==> src/rtsp_response_framer_core_defines.svh <==
// assertion macros shared by the rtsp response framer modules
`ifndef RTSP_RESPONSE_FRAMER_CORE_DEFINES_SVH
`define RTSP_RESPONSE_FRAMER_CORE_DEFINES_SVH

// same-cycle implication, checked on every clock edge out of reset
`define RRF_ASSERT_IMPLY(label, ante, cons, msg) \
   label: assert property (@(posedge clock) disable iff (reset) (ante) |-> (cons)) \
      else $error(msg);

// next-cycle implication, checked on every clock edge out of reset
`define RRF_ASSERT_NEXT(label, ante, cons, msg) \
   label: assert property (@(posedge clock) disable iff (reset) (ante) |=> (cons)) \
      else $error(msg);

`endif

==> src/rrf_pkg.sv <==
// shared types, constants and helper functions for the rtsp response framer
package rrf_pkg;

   // widths
   localparam int unsigned LENGTH_WIDTH_DEFAULT = 32;
   localparam int unsigned LIMIT_WIDTH          = 17;
   localparam int unsigned CSR_INDEX_WIDTH      = 2;
   localparam int unsigned FRAME_LEN_WIDTH      = 16;
   localparam int unsigned LINE_STATE_WIDTH     = 5;

   // header limit bounds and prefix handling
   localparam logic [LIMIT_WIDTH-1:0] LIMIT_MIN    = 17'd4;
   localparam logic [LIMIT_WIDTH-1:0] LIMIT_MAX    = 17'h10000;
   localparam logic [LIMIT_WIDTH-1:0] PREFIX_COUNT = 17'd4;
   localparam logic [39:0]            PREFIX_WORD  = 40'h525453502F;

   // byte codes
   localparam logic [7:0] BYTE_DOLLAR  = 8'h24;
   localparam logic [7:0] BYTE_CR      = 8'h0D;
   localparam logic [7:0] BYTE_LF      = 8'h0A;
   localparam logic [7:0] BYTE_TAB     = 8'h09;
   localparam logic [7:0] BYTE_VT      = 8'h0B;
   localparam logic [7:0] BYTE_FF      = 8'h0C;
   localparam logic [7:0] BYTE_SPACE   = 8'h20;
   localparam logic [7:0] BYTE_COLON   = 8'h3A;
   localparam logic [7:0] BYTE_ZERO    = 8'h30;
   localparam logic [7:0] BYTE_NINE    = 8'h39;
   localparam logic [7:0] BYTE_UPPER_A = 8'h41;
   localparam logic [7:0] BYTE_UPPER_Z = 8'h5A;
   localparam logic [7:0] CASE_BIT     = 8'h20;

   // content-length line matcher states; 1 to 13 are positions in the name
   localparam logic [LINE_STATE_WIDTH-1:0] LM_LINE_START = 5'd0;
   localparam logic [LINE_STATE_WIDTH-1:0] LM_NAME_DONE  = 5'd14;
   localparam logic [LINE_STATE_WIDTH-1:0] LM_VAL_PRE    = 5'd15;
   localparam logic [LINE_STATE_WIDTH-1:0] LM_VAL_DIG    = 5'd16;
   localparam logic [LINE_STATE_WIDTH-1:0] LM_VAL_END    = 5'd17;
   localparam logic [LINE_STATE_WIDTH-1:0] LM_SKIP       = 5'd18;

   typedef enum logic [2:0] {
      PH_START,
      PH_HUNT,
      PH_FHDR,
      PH_FPAY,
      PH_HEAD,
      PH_BODY
   } rrf_phase_type;

   typedef enum logic [2:0] {
      TERM_IDLE,
      TERM_CR,
      TERM_CRLF,
      TERM_CRLFCR,
      TERM_LF
   } rrf_term_type;

   typedef enum logic [1:0] {
      KIND_HUNT,
      KIND_FRAME,
      KIND_HEADER,
      KIND_BODY
   } rrf_kind_type;

   typedef enum logic [1:0] {
      ERR_NONE,
      ERR_HEADER_LIMIT,
      ERR_LENGTH
   } rrf_err_type;

   typedef enum logic [CSR_INDEX_WIDTH-1:0] {
      CSR_FRAME_SKIP,
      CSR_HEADER_LIMIT
   } rrf_csr_index_type;

   // byte leaving the input register toward the parser
   typedef struct packed {
      logic       advance;
      logic [7:0] data_byte;
   } rrf_item_type;

   // one tagged result
   typedef struct packed {
      logic [7:0]   out_byte;
      rrf_kind_type byte_kind;
      logic         response_start;
      logic         response_end;
      rrf_err_type  error_code;
   } rrf_result_type;

   // lower-case "content-length", one character per position
   function automatic logic [7:0] rrf_name_char(input logic [3:0] idx);
      logic [7:0] ch;
      case (idx)
         4'd0:    ch = 8'h63;
         4'd1:    ch = 8'h6F;
         4'd2:    ch = 8'h6E;
         4'd3:    ch = 8'h74;
         4'd4:    ch = 8'h65;
         4'd5:    ch = 8'h6E;
         4'd6:    ch = 8'h74;
         4'd7:    ch = 8'h2D;
         4'd8:    ch = 8'h6C;
         4'd9:    ch = 8'h65;
         4'd10:   ch = 8'h6E;
         4'd11:   ch = 8'h67;
         4'd12:   ch = 8'h74;
         4'd13:   ch = 8'h68;
         default: ch = 8'h00;
      endcase
      return ch;
   endfunction

endpackage

==> src/rtsp_response_framer_core.sv <==
// top level of the rtsp interleaved-tcp response framer
//
//   channel | direction | handshake            | payload
//   req_    | in        | req_valid/req_stall  | req_data_byte
//   rsp_    | out       | rsp_valid/rsp_stall  | out_byte, byte_kind, start, end, error
//   csr_    | in        | csr_valid/csr_ready  | csr_index, csr_data
//
// one byte per cycle sustained while rsp_stall stays low; a byte's result is computed
// from the input register by the one-pass parser and held in the result register,
// from which it leaves on the response channel.
// reset is synchronous: parser at start of response, skip off, header limit 65536.
// while a result is stalled the input register still takes one more byte;
// req_stall rises only when both registers are full and rsp_stall is high.
`include "rtsp_response_framer_core_defines.svh"

module rtsp_response_framer_core #(
   parameter int unsigned LENGTH_WIDTH = rrf_pkg::LENGTH_WIDTH_DEFAULT
) (
   input  logic                                 clock,
   input  logic                                 reset,
   input  logic                                 req_valid,
   output logic                                 req_stall,
   input  logic [7:0]                           req_data_byte,
   output logic                                 rsp_valid,
   input  logic                                 rsp_stall,
   output logic [7:0]                           rsp_out_byte,
   output logic [1:0]                           rsp_byte_kind,
   output logic                                 rsp_response_start,
   output logic                                 rsp_response_end,
   output logic [1:0]                           rsp_error_code,
   input  logic                                 csr_valid,
   output logic                                 csr_ready,
   input  logic [rrf_pkg::CSR_INDEX_WIDTH-1:0]  csr_index,
   input  logic [rrf_pkg::LIMIT_WIDTH-1:0]      csr_data
);
   import rrf_pkg::*;

   logic                   frame_skip;
   logic [LIMIT_WIDTH-1:0] header_limit;
   logic                   out_ready;
   rrf_item_type           item;
   rrf_result_type         result;
   rrf_result_type         rsp_result;

   rrf_csr u_csr (
      .clock        (clock),
      .reset        (reset),
      .csr_valid    (csr_valid),
      .csr_ready    (csr_ready),
      .csr_index    (csr_index),
      .csr_data     (csr_data),
      .frame_skip   (frame_skip),
      .header_limit (header_limit)
   );

   rrf_input_stage u_input_stage (
      .clock         (clock),
      .reset         (reset),
      .req_valid     (req_valid),
      .req_stall     (req_stall),
      .req_data_byte (req_data_byte),
      .out_ready     (out_ready),
      .item          (item)
   );

   rrf_parser #(
      .LENGTH_WIDTH (LENGTH_WIDTH)
   ) u_parser (
      .clock        (clock),
      .reset        (reset),
      .item         (item),
      .frame_skip   (frame_skip),
      .header_limit (header_limit),
      .result       (result)
   );

   rrf_output_stage u_output_stage (
      .clock      (clock),
      .reset      (reset),
      .advance    (item.advance),
      .result     (result),
      .out_ready  (out_ready),
      .rsp_valid  (rsp_valid),
      .rsp_stall  (rsp_stall),
      .rsp_result (rsp_result)
   );

   // result fields
   assign rsp_out_byte       = rsp_result.out_byte;
   assign rsp_byte_kind      = rsp_result.byte_kind;
   assign rsp_response_start = rsp_result.response_start;
   assign rsp_response_end   = rsp_result.response_end;
   assign rsp_error_code     = rsp_result.error_code;

   // checks
   `RRF_ASSERT_IMPLY(a_end_without_error, rsp_valid && rsp_response_end,
                     rsp_error_code == ERR_NONE, "response end together with an error")
   `RRF_ASSERT_IMPLY(a_start_is_header, rsp_valid && rsp_response_start,
                     rsp_byte_kind == KIND_HEADER, "response start on a non-header byte")
   `RRF_ASSERT_IMPLY(a_stall_only_when_full, req_stall, rsp_valid && rsp_stall,
                     "input stalled while the result side can move")

endmodule

==> src/rrf_csr.sv <==
// configuration registers written through the csr channel
module rrf_csr (
   input  logic                                 clock,
   input  logic                                 reset,
   input  logic                                 csr_valid,
   output logic                                 csr_ready,
   input  logic [rrf_pkg::CSR_INDEX_WIDTH-1:0]  csr_index,
   input  logic [rrf_pkg::LIMIT_WIDTH-1:0]      csr_data,
   output logic                                 frame_skip,
   output logic [rrf_pkg::LIMIT_WIDTH-1:0]      header_limit
);
   import rrf_pkg::*;

   logic                   skip_ff;
   logic [LIMIT_WIDTH-1:0] limit_ff;

   // writes are always taken
   assign csr_ready = 1'b1;

   // register write decode
   always_ff @(posedge clock) begin
      if (reset) begin
         skip_ff  <= 1'b0;
         limit_ff <= LIMIT_MAX;
      end else if (csr_valid && csr_ready) begin
         unique case (csr_index)
            CSR_FRAME_SKIP:   skip_ff  <= csr_data[0];
            CSR_HEADER_LIMIT: limit_ff <= csr_data;
            default: ;
         endcase
      end
   end

   assign frame_skip   = skip_ff;
   assign header_limit = limit_ff;

endmodule

==> src/rrf_input_stage.sv <==
// input register for received bytes and the request-side handshake
module rrf_input_stage (
   input  logic                  clock,
   input  logic                  reset,
   input  logic                  req_valid,
   output logic                  req_stall,
   input  logic [7:0]            req_data_byte,
   input  logic                  out_ready,
   output rrf_pkg::rrf_item_type item
);
   import rrf_pkg::*;

   logic       in_valid_ff;
   logic       in_valid_in;
   logic [7:0] byte_ff;
   logic       advance;
   logic       accept;

   // byte moves on when the result register can take its result
   assign advance   = in_valid_ff && out_ready;
   assign req_stall = in_valid_ff && !advance;
   assign accept    = req_valid && !req_stall;

   assign in_valid_in = accept || (in_valid_ff && !advance);

   always_ff @(posedge clock) begin
      if (reset) begin
         in_valid_ff <= 1'b0;
      end else begin
         in_valid_ff <= in_valid_in;
      end
   end

   // payload needs no reset
   always_ff @(posedge clock) begin
      if (accept) begin
         byte_ff <= req_data_byte;
      end
   end

   assign item.advance   = advance;
   assign item.data_byte = byte_ff;

endmodule

==> src/rrf_parser.sv <==
// single-pass byte parser: interleaved frame skip, prefix hunt, header and body framing
`include "rtsp_response_framer_core_defines.svh"

module rrf_parser #(
   parameter int unsigned LENGTH_WIDTH = rrf_pkg::LENGTH_WIDTH_DEFAULT
) (
   input  logic                             clock,
   input  logic                             reset,
   input  rrf_pkg::rrf_item_type            item,
   input  logic                             frame_skip,
   input  logic [rrf_pkg::LIMIT_WIDTH-1:0]  header_limit,
   output rrf_pkg::rrf_result_type          result
);
   import rrf_pkg::*;

   localparam int unsigned SUM_WIDTH = LENGTH_WIDTH + 4;

   // parser state
   rrf_phase_type                phase_ff, phase_in;
   logic [1:0]                   fhc_ff, fhc_in;
   logic [FRAME_LEN_WIDTH-1:0]   frame_rem_ff, frame_rem_in;
   logic [39:0]                  window_ff, window_in;
   rrf_term_type                 term_ff, term_in;
   logic [LIMIT_WIDTH-1:0]       hdr_count_ff, hdr_count_in;
   logic [LINE_STATE_WIDTH-1:0]  line_ff, line_in;
   logic [LENGTH_WIDTH-1:0]      accum_ff, accum_in;
   logic                         len_seen_ff, len_seen_in;
   logic [LENGTH_WIDTH-1:0]      body_rem_ff, body_rem_in;

   // byte classification
   logic [7:0]                   b;
   logic [7:0]                   lower_b;
   logic                         is_cr, is_lf, is_blank, is_digit;
   logic [SUM_WIDTH-1:0]         accum_ext;
   logic [SUM_WIDTH-1:0]         digit_sum;
   logic                         digit_ovf;
   logic [LIMIT_WIDTH-1:0]       limit_eff;

   // per-byte working values
   rrf_phase_type                phase_eff;
   logic                         run_head;
   logic [LIMIT_WIDTH-1:0]       base_count;
   logic [LINE_STATE_WIDTH-1:0]  base_line;
   rrf_term_type                 base_term;
   logic [LIMIT_WIDTH-1:0]       head_count;
   logic [39:0]                  win_shift;
   logic [FRAME_LEN_WIDTH-1:0]   fr_next;
   logic [LENGTH_WIDTH-1:0]      body_dec;
   logic                         line_bad;
   logic                         term_done;
   logic                         do_restart;
   rrf_kind_type                 kind;
   logic                         start_flag;
   logic                         end_flag;
   rrf_err_type                  err;

   assign b        = item.data_byte;
   assign lower_b  = (b >= BYTE_UPPER_A && b <= BYTE_UPPER_Z) ? (b | CASE_BIT) : b;
   assign is_cr    = (b == BYTE_CR);
   assign is_lf    = (b == BYTE_LF);
   assign is_blank = (b == BYTE_SPACE) || (b == BYTE_TAB) || (b == BYTE_VT) ||
                     (b == BYTE_FF) || (b == BYTE_CR);
   assign is_digit = (b >= BYTE_ZERO) && (b <= BYTE_NINE);

   // accum * 10 + digit, overflow when anything lands above the length width
   assign accum_ext = SUM_WIDTH'(accum_ff);
   assign digit_sum = (accum_ext << 3) + (accum_ext << 1) + SUM_WIDTH'(b[3:0]);
   assign digit_ovf = |digit_sum[SUM_WIDTH-1:LENGTH_WIDTH];

   // clamp the configured header limit
   assign limit_eff = (header_limit < LIMIT_MIN) ? LIMIT_MIN :
                      (header_limit > LIMIT_MAX) ? LIMIT_MAX : header_limit;

   // next state and result for the byte in the input register
   always_comb begin
      phase_in     = phase_ff;
      fhc_in       = fhc_ff;
      frame_rem_in = frame_rem_ff;
      window_in    = window_ff;
      term_in      = term_ff;
      hdr_count_in = hdr_count_ff;
      line_in      = line_ff;
      accum_in     = accum_ff;
      len_seen_in  = len_seen_ff;
      body_rem_in  = body_rem_ff;

      kind       = KIND_HUNT;
      start_flag = 1'b0;
      end_flag   = 1'b0;
      err        = ERR_NONE;
      run_head   = 1'b0;
      base_count = hdr_count_ff;
      base_line  = line_ff;
      base_term  = term_ff;
      head_count = hdr_count_ff;
      win_shift  = {window_ff[31:0], b};
      fr_next    = frame_rem_ff;
      body_dec   = body_rem_ff;
      line_bad   = 1'b0;
      term_done  = 1'b0;
      do_restart = 1'b0;

      // mode is chosen on the first byte of a response
      phase_eff = phase_ff;
      if (phase_ff == PH_START) begin
         if (frame_skip) begin
            phase_eff = PH_HUNT;
         end else begin
            phase_eff  = PH_HEAD;
            start_flag = 1'b1;
         end
         phase_in = phase_eff;
      end

      unique case (phase_eff)
         PH_HUNT: begin
            if (b == BYTE_DOLLAR) begin
               kind      = KIND_FRAME;
               window_in = '0;
               fhc_in    = 2'd0;
               phase_in  = PH_FHDR;
            end else begin
               window_in = win_shift;
               if (win_shift == PREFIX_WORD) begin
                  kind       = KIND_HEADER;
                  start_flag = 1'b1;
                  window_in  = '0;
                  phase_in   = PH_HEAD;
                  run_head   = 1'b1;
                  base_count = PREFIX_COUNT;
                  base_line  = LM_SKIP;
                  base_term  = TERM_IDLE;
               end
            end
         end
         PH_FHDR: begin
            // channel byte, then big-endian length
            kind = KIND_FRAME;
            case (fhc_ff)
               2'd1:    fr_next = {b, 8'h00};
               2'd2:    fr_next = {frame_rem_ff[15:8], b};
               default: fr_next = frame_rem_ff;
            endcase
            frame_rem_in = fr_next;
            if (fhc_ff[1]) begin
               fhc_in   = 2'd0;
               phase_in = (fr_next != '0) ? PH_FPAY : PH_HUNT;
            end else begin
               fhc_in = fhc_ff + 2'd1;
            end
         end
         PH_FPAY: begin
            kind = KIND_FRAME;
            if (frame_rem_ff != '0) begin
               fr_next = frame_rem_ff - 16'd1;
            end
            frame_rem_in = fr_next;
            if (fr_next == '0) begin
               phase_in = PH_HUNT;
            end
         end
         PH_HEAD: begin
            kind     = KIND_HEADER;
            run_head = 1'b1;
         end
         PH_BODY: begin
            kind = KIND_BODY;
            if (body_rem_ff != '0) begin
               body_dec = body_rem_ff - LENGTH_WIDTH'(1);
            end
            body_rem_in = body_dec;
            if (body_dec == '0) begin
               end_flag   = 1'b1;
               do_restart = 1'b1;
            end
         end
         default: begin
            do_restart = 1'b1;
         end
      endcase

      // header byte: content-length matcher, terminator tracker, limit check
      if (run_head) begin
         head_count   = base_count + 17'd1;
         hdr_count_in = head_count;
         // matcher holds its state unless a byte moves it
         line_in      = base_line;

         if (is_lf) begin
            line_in  = LM_LINE_START;
            line_bad = (base_line == LM_VAL_PRE);
         end else if (base_line < LM_NAME_DONE) begin
            if (base_line == LM_LINE_START && len_seen_ff) begin
               line_in = LM_SKIP;
            end else if (base_line == LM_LINE_START && is_blank) begin
               line_in = LM_LINE_START;
            end else if (lower_b == rrf_name_char(base_line[3:0])) begin
               line_in = base_line + 5'd1;
            end else begin
               line_in = LM_SKIP;
            end
         end else if (base_line == LM_NAME_DONE) begin
            if (b == BYTE_COLON) begin
               line_in     = LM_VAL_PRE;
               len_seen_in = 1'b1;
               accum_in    = '0;
            end else if (!is_blank) begin
               line_in = LM_SKIP;
            end
         end else if (base_line == LM_VAL_PRE) begin
            if (!is_blank) begin
               if (!is_digit) begin
                  line_bad = 1'b1;
               end else begin
                  line_in = LM_VAL_DIG;
                  if (digit_ovf) begin
                     line_bad = 1'b1;
                  end else begin
                     accum_in = digit_sum[LENGTH_WIDTH-1:0];
                  end
               end
            end
         end else if (base_line == LM_VAL_DIG) begin
            if (is_digit) begin
               if (digit_ovf) begin
                  line_bad = 1'b1;
               end else begin
                  accum_in = digit_sum[LENGTH_WIDTH-1:0];
               end
            end else begin
               line_in = LM_VAL_END;
            end
         end

         if (line_bad) begin
            err        = ERR_LENGTH;
            do_restart = 1'b1;
         end else begin
            // crlfcrlf, crlflf or lflf tracker
            if (is_cr) begin
               term_in = (base_term == TERM_CRLF) ? TERM_CRLFCR : TERM_CR;
            end else if (is_lf) begin
               if (base_term == TERM_CRLF || base_term == TERM_CRLFCR ||
                   base_term == TERM_LF) begin
                  term_done = 1'b1;
               end else begin
                  term_in = (base_term == TERM_CR) ? TERM_CRLF : TERM_LF;
               end
            end else begin
               term_in = TERM_IDLE;
            end

            if (term_done) begin
               if (len_seen_in && accum_in != '0) begin
                  body_rem_in = accum_in;
                  phase_in    = PH_BODY;
               end else begin
                  end_flag   = 1'b1;
                  do_restart = 1'b1;
               end
            end else if (head_count >= limit_eff) begin
               err        = ERR_HEADER_LIMIT;
               do_restart = 1'b1;
            end
         end
      end

      // back to the start of a response
      if (do_restart) begin
         phase_in     = PH_START;
         fhc_in       = 2'd0;
         frame_rem_in = '0;
         window_in    = '0;
         term_in      = TERM_IDLE;
         hdr_count_in = '0;
         line_in      = LM_LINE_START;
         accum_in     = '0;
         len_seen_in  = 1'b0;
         body_rem_in  = '0;
      end

      result.out_byte       = b;
      result.byte_kind      = kind;
      result.response_start = start_flag;
      result.response_end   = end_flag;
      result.error_code     = err;
   end

   // state registers, updated once per byte transfer into the result register
   always_ff @(posedge clock) begin
      if (reset) begin
         phase_ff     <= PH_START;
         fhc_ff       <= 2'd0;
         frame_rem_ff <= '0;
         window_ff    <= '0;
         term_ff      <= TERM_IDLE;
         hdr_count_ff <= '0;
         line_ff      <= LM_LINE_START;
         accum_ff     <= '0;
         len_seen_ff  <= 1'b0;
         body_rem_ff  <= '0;
      end else if (item.advance) begin
         phase_ff     <= phase_in;
         fhc_ff       <= fhc_in;
         frame_rem_ff <= frame_rem_in;
         window_ff    <= window_in;
         term_ff      <= term_in;
         hdr_count_ff <= hdr_count_in;
         line_ff      <= line_in;
         accum_ff     <= accum_in;
         len_seen_ff  <= len_seen_in;
         body_rem_ff  <= body_rem_in;
      end
   end

   // checks
   `RRF_ASSERT_IMPLY(a_body_nonzero, phase_ff == PH_BODY, body_rem_ff != '0,
                     "body phase with no bytes left")
   `RRF_ASSERT_IMPLY(a_frame_nonzero, phase_ff == PH_FPAY, frame_rem_ff != '0,
                     "frame payload phase with no bytes left")
   `RRF_ASSERT_NEXT(a_restart_after_end,
                    item.advance && (result.response_end || result.error_code != ERR_NONE),
                    phase_ff == PH_START, "no restart after end or error")

endmodule

==> src/rrf_output_stage.sv <==
// result register and the response-side handshake
module rrf_output_stage (
   input  logic                    clock,
   input  logic                    reset,
   input  logic                    advance,
   input  rrf_pkg::rrf_result_type result,
   output logic                    out_ready,
   output logic                    rsp_valid,
   input  logic                    rsp_stall,
   output rrf_pkg::rrf_result_type rsp_result
);
   import rrf_pkg::*;

   logic           out_valid_ff;
   logic           out_valid_in;
   rrf_result_type result_ff;

   // free when empty or when the held result leaves this cycle
   assign out_ready    = !out_valid_ff || !rsp_stall;
   assign out_valid_in = advance || (out_valid_ff && rsp_stall);

   always_ff @(posedge clock) begin
      if (reset) begin
         out_valid_ff <= 1'b0;
      end else begin
         out_valid_ff <= out_valid_in;
      end
   end

   always_ff @(posedge clock) begin
      if (advance) begin
         result_ff <= result;
      end
   end

   assign rsp_valid  = out_valid_ff;
   assign rsp_result = result_ff;

endmodule
==> config.mk <==
export PLATFORM = sky130hd
export DESIGN_NAME = rtsp_response_framer_core
export DESIGN_NICKNAME = d
export VERILOG_FILES = /design/src/rrf_pkg.sv /design/src/rtsp_response_framer_core.sv /design/src/rrf_csr.sv /design/src/rrf_input_stage.sv /design/src/rrf_parser.sv /design/src/rrf_output_stage.sv
export VERILOG_INCLUDE_DIRS = /design/src /design/src/src
export SDC_FILE = /design/constraint.sdc
export NUM_CORES = 1
export LEC_CHECK = 0
export BUFFER_PORTS_ARGS = -buffer_cell sky130_fd_sc_hd__buf_2
export CORE_MARGIN = 2
export CORE_UTILIZATION = 30
export DETAILED_ROUTE_END_ITERATION = 8
export MAX_ROUTING_LAYER = met4
export SYNTH_ARGS = -nofsm -noshare
export SYNTH_HDL_FRONTEND = slang
export SYNTH_SLANG_ARGS = --single-unit
==> constraint.sdc <==
create_clock -name clock -period 11.2 [get_ports clock]
set_input_delay 0.56 -clock clock [delete_from_list [all_inputs] [get_ports clock]]
set_output_delay 0.56 -clock clock [all_outputs]
set_load 0.01 [all_outputs]
==> reports/results.txt <==
most frequent cell after synthesis -> nand2_1
site row count -> 77
main area contributors after synthesis -> dfxtp_1, ha_1, nand2_1
post-synth cell types -> 88
drt drc -> 0
sequential share of the synthesized area -> 29.3%
Final Hold Fails -> 0
Worst setup EP type -> flip-flop
Post-DP HPWL -> 33.0 mm
Max stage delay on crit path -> 0.99 ns
Cell Chain, Critical Path -> or4b_2 > o211a_1 > nand4_1 > buf_4 > and2_1 > ha_1 > and3_1 > and3_1 > nand3_1 > or3_1 > a21oi_1 > ha_1 > a21oi_1 > nor2b_1 > o21ai_0 > nand2_1 > o41ai_1 > a31oi_2 > buf_4 > inv_1 > o21ai_2 > nor4_4 > a22o_1
htree depth -> 4
Die X -> 215 um
Final Max Slew Viols -> 0
Synth-to-Final Area Change -> 9.99%
multi-input logic area -> 0.00894 mm2
combinational power share -> 10.1%
RSZ-0062 raised after global routing -> no
Yosys top cell area share -> 24.4%
gp weighted congestion -> 0.954
slowest cell on the critical path -> nor4_4
# diodes -> 0
final worst path period need -> 7.67 ns
static leakage -> 0.00553 uW
clock slew at reported path FFs -> 0.09 ns
Post-CTS Setup Bufs -> 0
clock latency on the worst-skew pair -> 0.48 ns
Final #Nets -> 1,869
FF+latch area -> 0.00392 mm2
Synth top cells by count -> nand2_1, nor2_1, dfxtp_1
Floorplan Core Area -> 0.0441 mm2
Worst Max-Slew Pin Slew -> 1.23 ns
GRT Residual Overflow -> 0
Critical Path RT -> 11.62 ns
Peak VDD IR -> 0.120 mV
Initial Util -> 30.3%
Pre-antenna DRT Iters -> 6
layout cells sized above 1 -> 6.90%
Inserted Clock Buffers -> 17
synthesized flop and latch total -> 185
CTS Buffer Depth -> 2
CP arrival -> 8.09 ns
Crit Path Max Fanout -> 32
skew final -> 0.0160 ns
Root Buffer -> clkbuf_16
clock share of power -> 43.2%
max_slew headroom -> 17.2%
Total Wirelength -> 44.3 mm
Synth Net Count -> 1,890
Final Cycle Share -> 68.5%
Top FF cell, synth -> dfxtp_1
top cell family by delay on the critical path -> simple AND/OR/NAND/NOR gates
Buf/Inv on CP -> 3
Psw -> 450 uW
Post-CTS Resized -> 0
gr usage total -> 19.4%
largest net degree at the start of global routing -> 85
Mapped Area -> 0.0134 mm2
Fillers -> 4,704
Initial DRC Count -> 1,323
power per cell area -> 101 mW/mm2
Hold Crit Class -> in2reg
Vias/cell -> 5.80
share of flip-flops with an asynchronous set or reset -> 0%
status -> complete, no violations
die area -> 0.0463 mm2
I/O Buffers -> 47
P_int -> 1040 uW
clock sinks -> 185
synth warn -> 0
Fmax -> 0.130 GHz
CTS tree -> yes
most area-hungry cell type in the Yosys netlist -> dfxtp_1
Mean Syn Cell Area -> 7.60 um2
DRT antenna net count -> 0
Post-synth EDFFs -> 22
final setup fails -> 0
Top Ports -> 49
via count -> 13,600
maxcap violations -> 0
power share of the sequential group -> 46.7%
cts hold-fix bufs -> 0
crit path launch type -> flip-flop
wire per inst -> 18.9 um
first-pass GRT wire length -> 70.1 mm
final core occ -> 33.4%
switching share of total power -> 30.2%
Die Ht -> 215 um
vias in the first global route -> 12,500
kind of critical path -> reg2reg
cell count after synthesis -> 1,761
initial antenna violation count -> 0
TNS Setup -> 0 ns
-- per-layer routing --
layer  track usage [%]  vias to the layer above  part of all wire (%)  wire length, um
met4              5.84                        0                   1.8              785
met5                 -                        -                     0                0
met2              29.8                      488                    46            20200
met3              2.82                       52                   6.7             2950
li1                  -                     6511                     -                -
met1              26.3                     6560                    46            20400
-- placed cells by master, fill, tap and decap left out, types with 38 or more instances in the layout --
| cell | Yosys | layout |
|---|---|---|
| nor2_1 | 178 | 177 |
| dfxtp_1 | 163 | 163 |
| a21oi_1 | 151 | 151 |
| nor4_1 | 39 | 39 |
| nand2_1 | 224 | 224 |
| o21ai_0 | 128 | 127 |
| a22oi_1 | 38 | 38 |
| nor3_1 | 62 | 62 |
| a22o_1 | 57 | 57 |
| buf_2 | 5 | 46 |
| nand3_1 | 61 | 61 |
| ha_1 | 95 | 95 |
-- cells by family (layout without fill, tap and decap cells) --
logic type / after synthesis / count (layout) / synth area share, %
and+or+nand+nor: 741 / 741 / 27.2
buffers and inverters: 136 / 128 / 4.06
other: 1 / 1 / 0.0280
adders and majority gates: 97 / 97 / 9.18
muxes: 10 / 10 / 0.757
DFF: 185 / 185 / 29.3
AOI/OAI and AO/OA: 540 / 540 / 26.1
xor gates and xnor gates: 51 / 51 / 3.34
-- power by group through the flow --
stage | sequential, uW | clock [uW] | combinational [uW]
after global placement | 711 | 0 | 146
after CTS | 695 | 655 | 148
after floorplan | 703 | 0 | 106
after global routing | 697 | 682 | 165
after detailed placement | 711 | 0 | 147
final | 696 | 643 | 150
-- final timing paths --
| check | startpoint | end | slack (ns) | cells past startpoint |
|---|---|---|---|---|
| worst max-delay path | u_input_stage.byte_ff[3]$_DFFE_PP_ | u_parser.window_ff[11]$_SDFFE_PP0P_ | 3.53 | 23 |
| worst min-delay path | req_data_byte[1] | u_input_stage.byte_ff[1]$_DFFE_PP_ | 0.27 | 1 |
| worst max register to register | u_input_stage.byte_ff[3]$_DFFE_PP_ | u_parser.window_ff[11]$_SDFFE_PP0P_ | 3.53 | 23 |
| worst min register to register | u_csr.header_limit[0]$_SDFFE_PP0P_ | u_csr.header_limit[0]$_SDFFE_PP0P_ | 0.48 | 2 |
-- area by class of cell --
type	count	share of cell area (%)
Clock buffer	18	2.98
Timing Repair Buffer	62	2.38
Clock inverter	14	1.31
Multi-Input combinational cell	1440	60.8
Inverter	34	0.867
Tap cell	592	5.03
Sequential cell	185	26.7
-- stage by stage --
stage | total power, uW | hold WS (ns) | setup slack [ns] | area, um2 | std cells
CTS | 1500 | 0.244 | 3.68 | 14700 | 2345
detailed placement | 858 | 0.466 | 3.72 | 14100 | 2313
global placement | 857 | 0.451 | 3.92 | 14100 | 2313
finish | 1490 | 0.268 | 3.53 | 14700 | 2345
global route | 1540 | 0.257 | 3.03 | 14700 | 2345
floorplan | 809 | 0.424 | 5.53 | 13400 | 1761
-- sequential cells by signal (all words and copies together) (netlist names) --
name and flops:
u_parser.len_seen_ff 1, u_input_stage.in_valid_ff 1, u_parser.phase_ff 3, u_parser.window_ff 32
u_csr.frame_skip 1, u_input_stage.byte_ff 8, u_parser.hdr_count_ff 17, u_parser.accum_ff 32
u_csr.header_limit 17, u_output_stage.rsp_result 14, u_parser.frame_rem_ff 16, u_output_stage.rsp_valid 1
u_parser.term_ff 3, u_parser.body_rem_ff 32, u_parser.line_ff 5, u_parser.fhc_ff 2
Note: power is estimated with default switching activity, not from simulation.
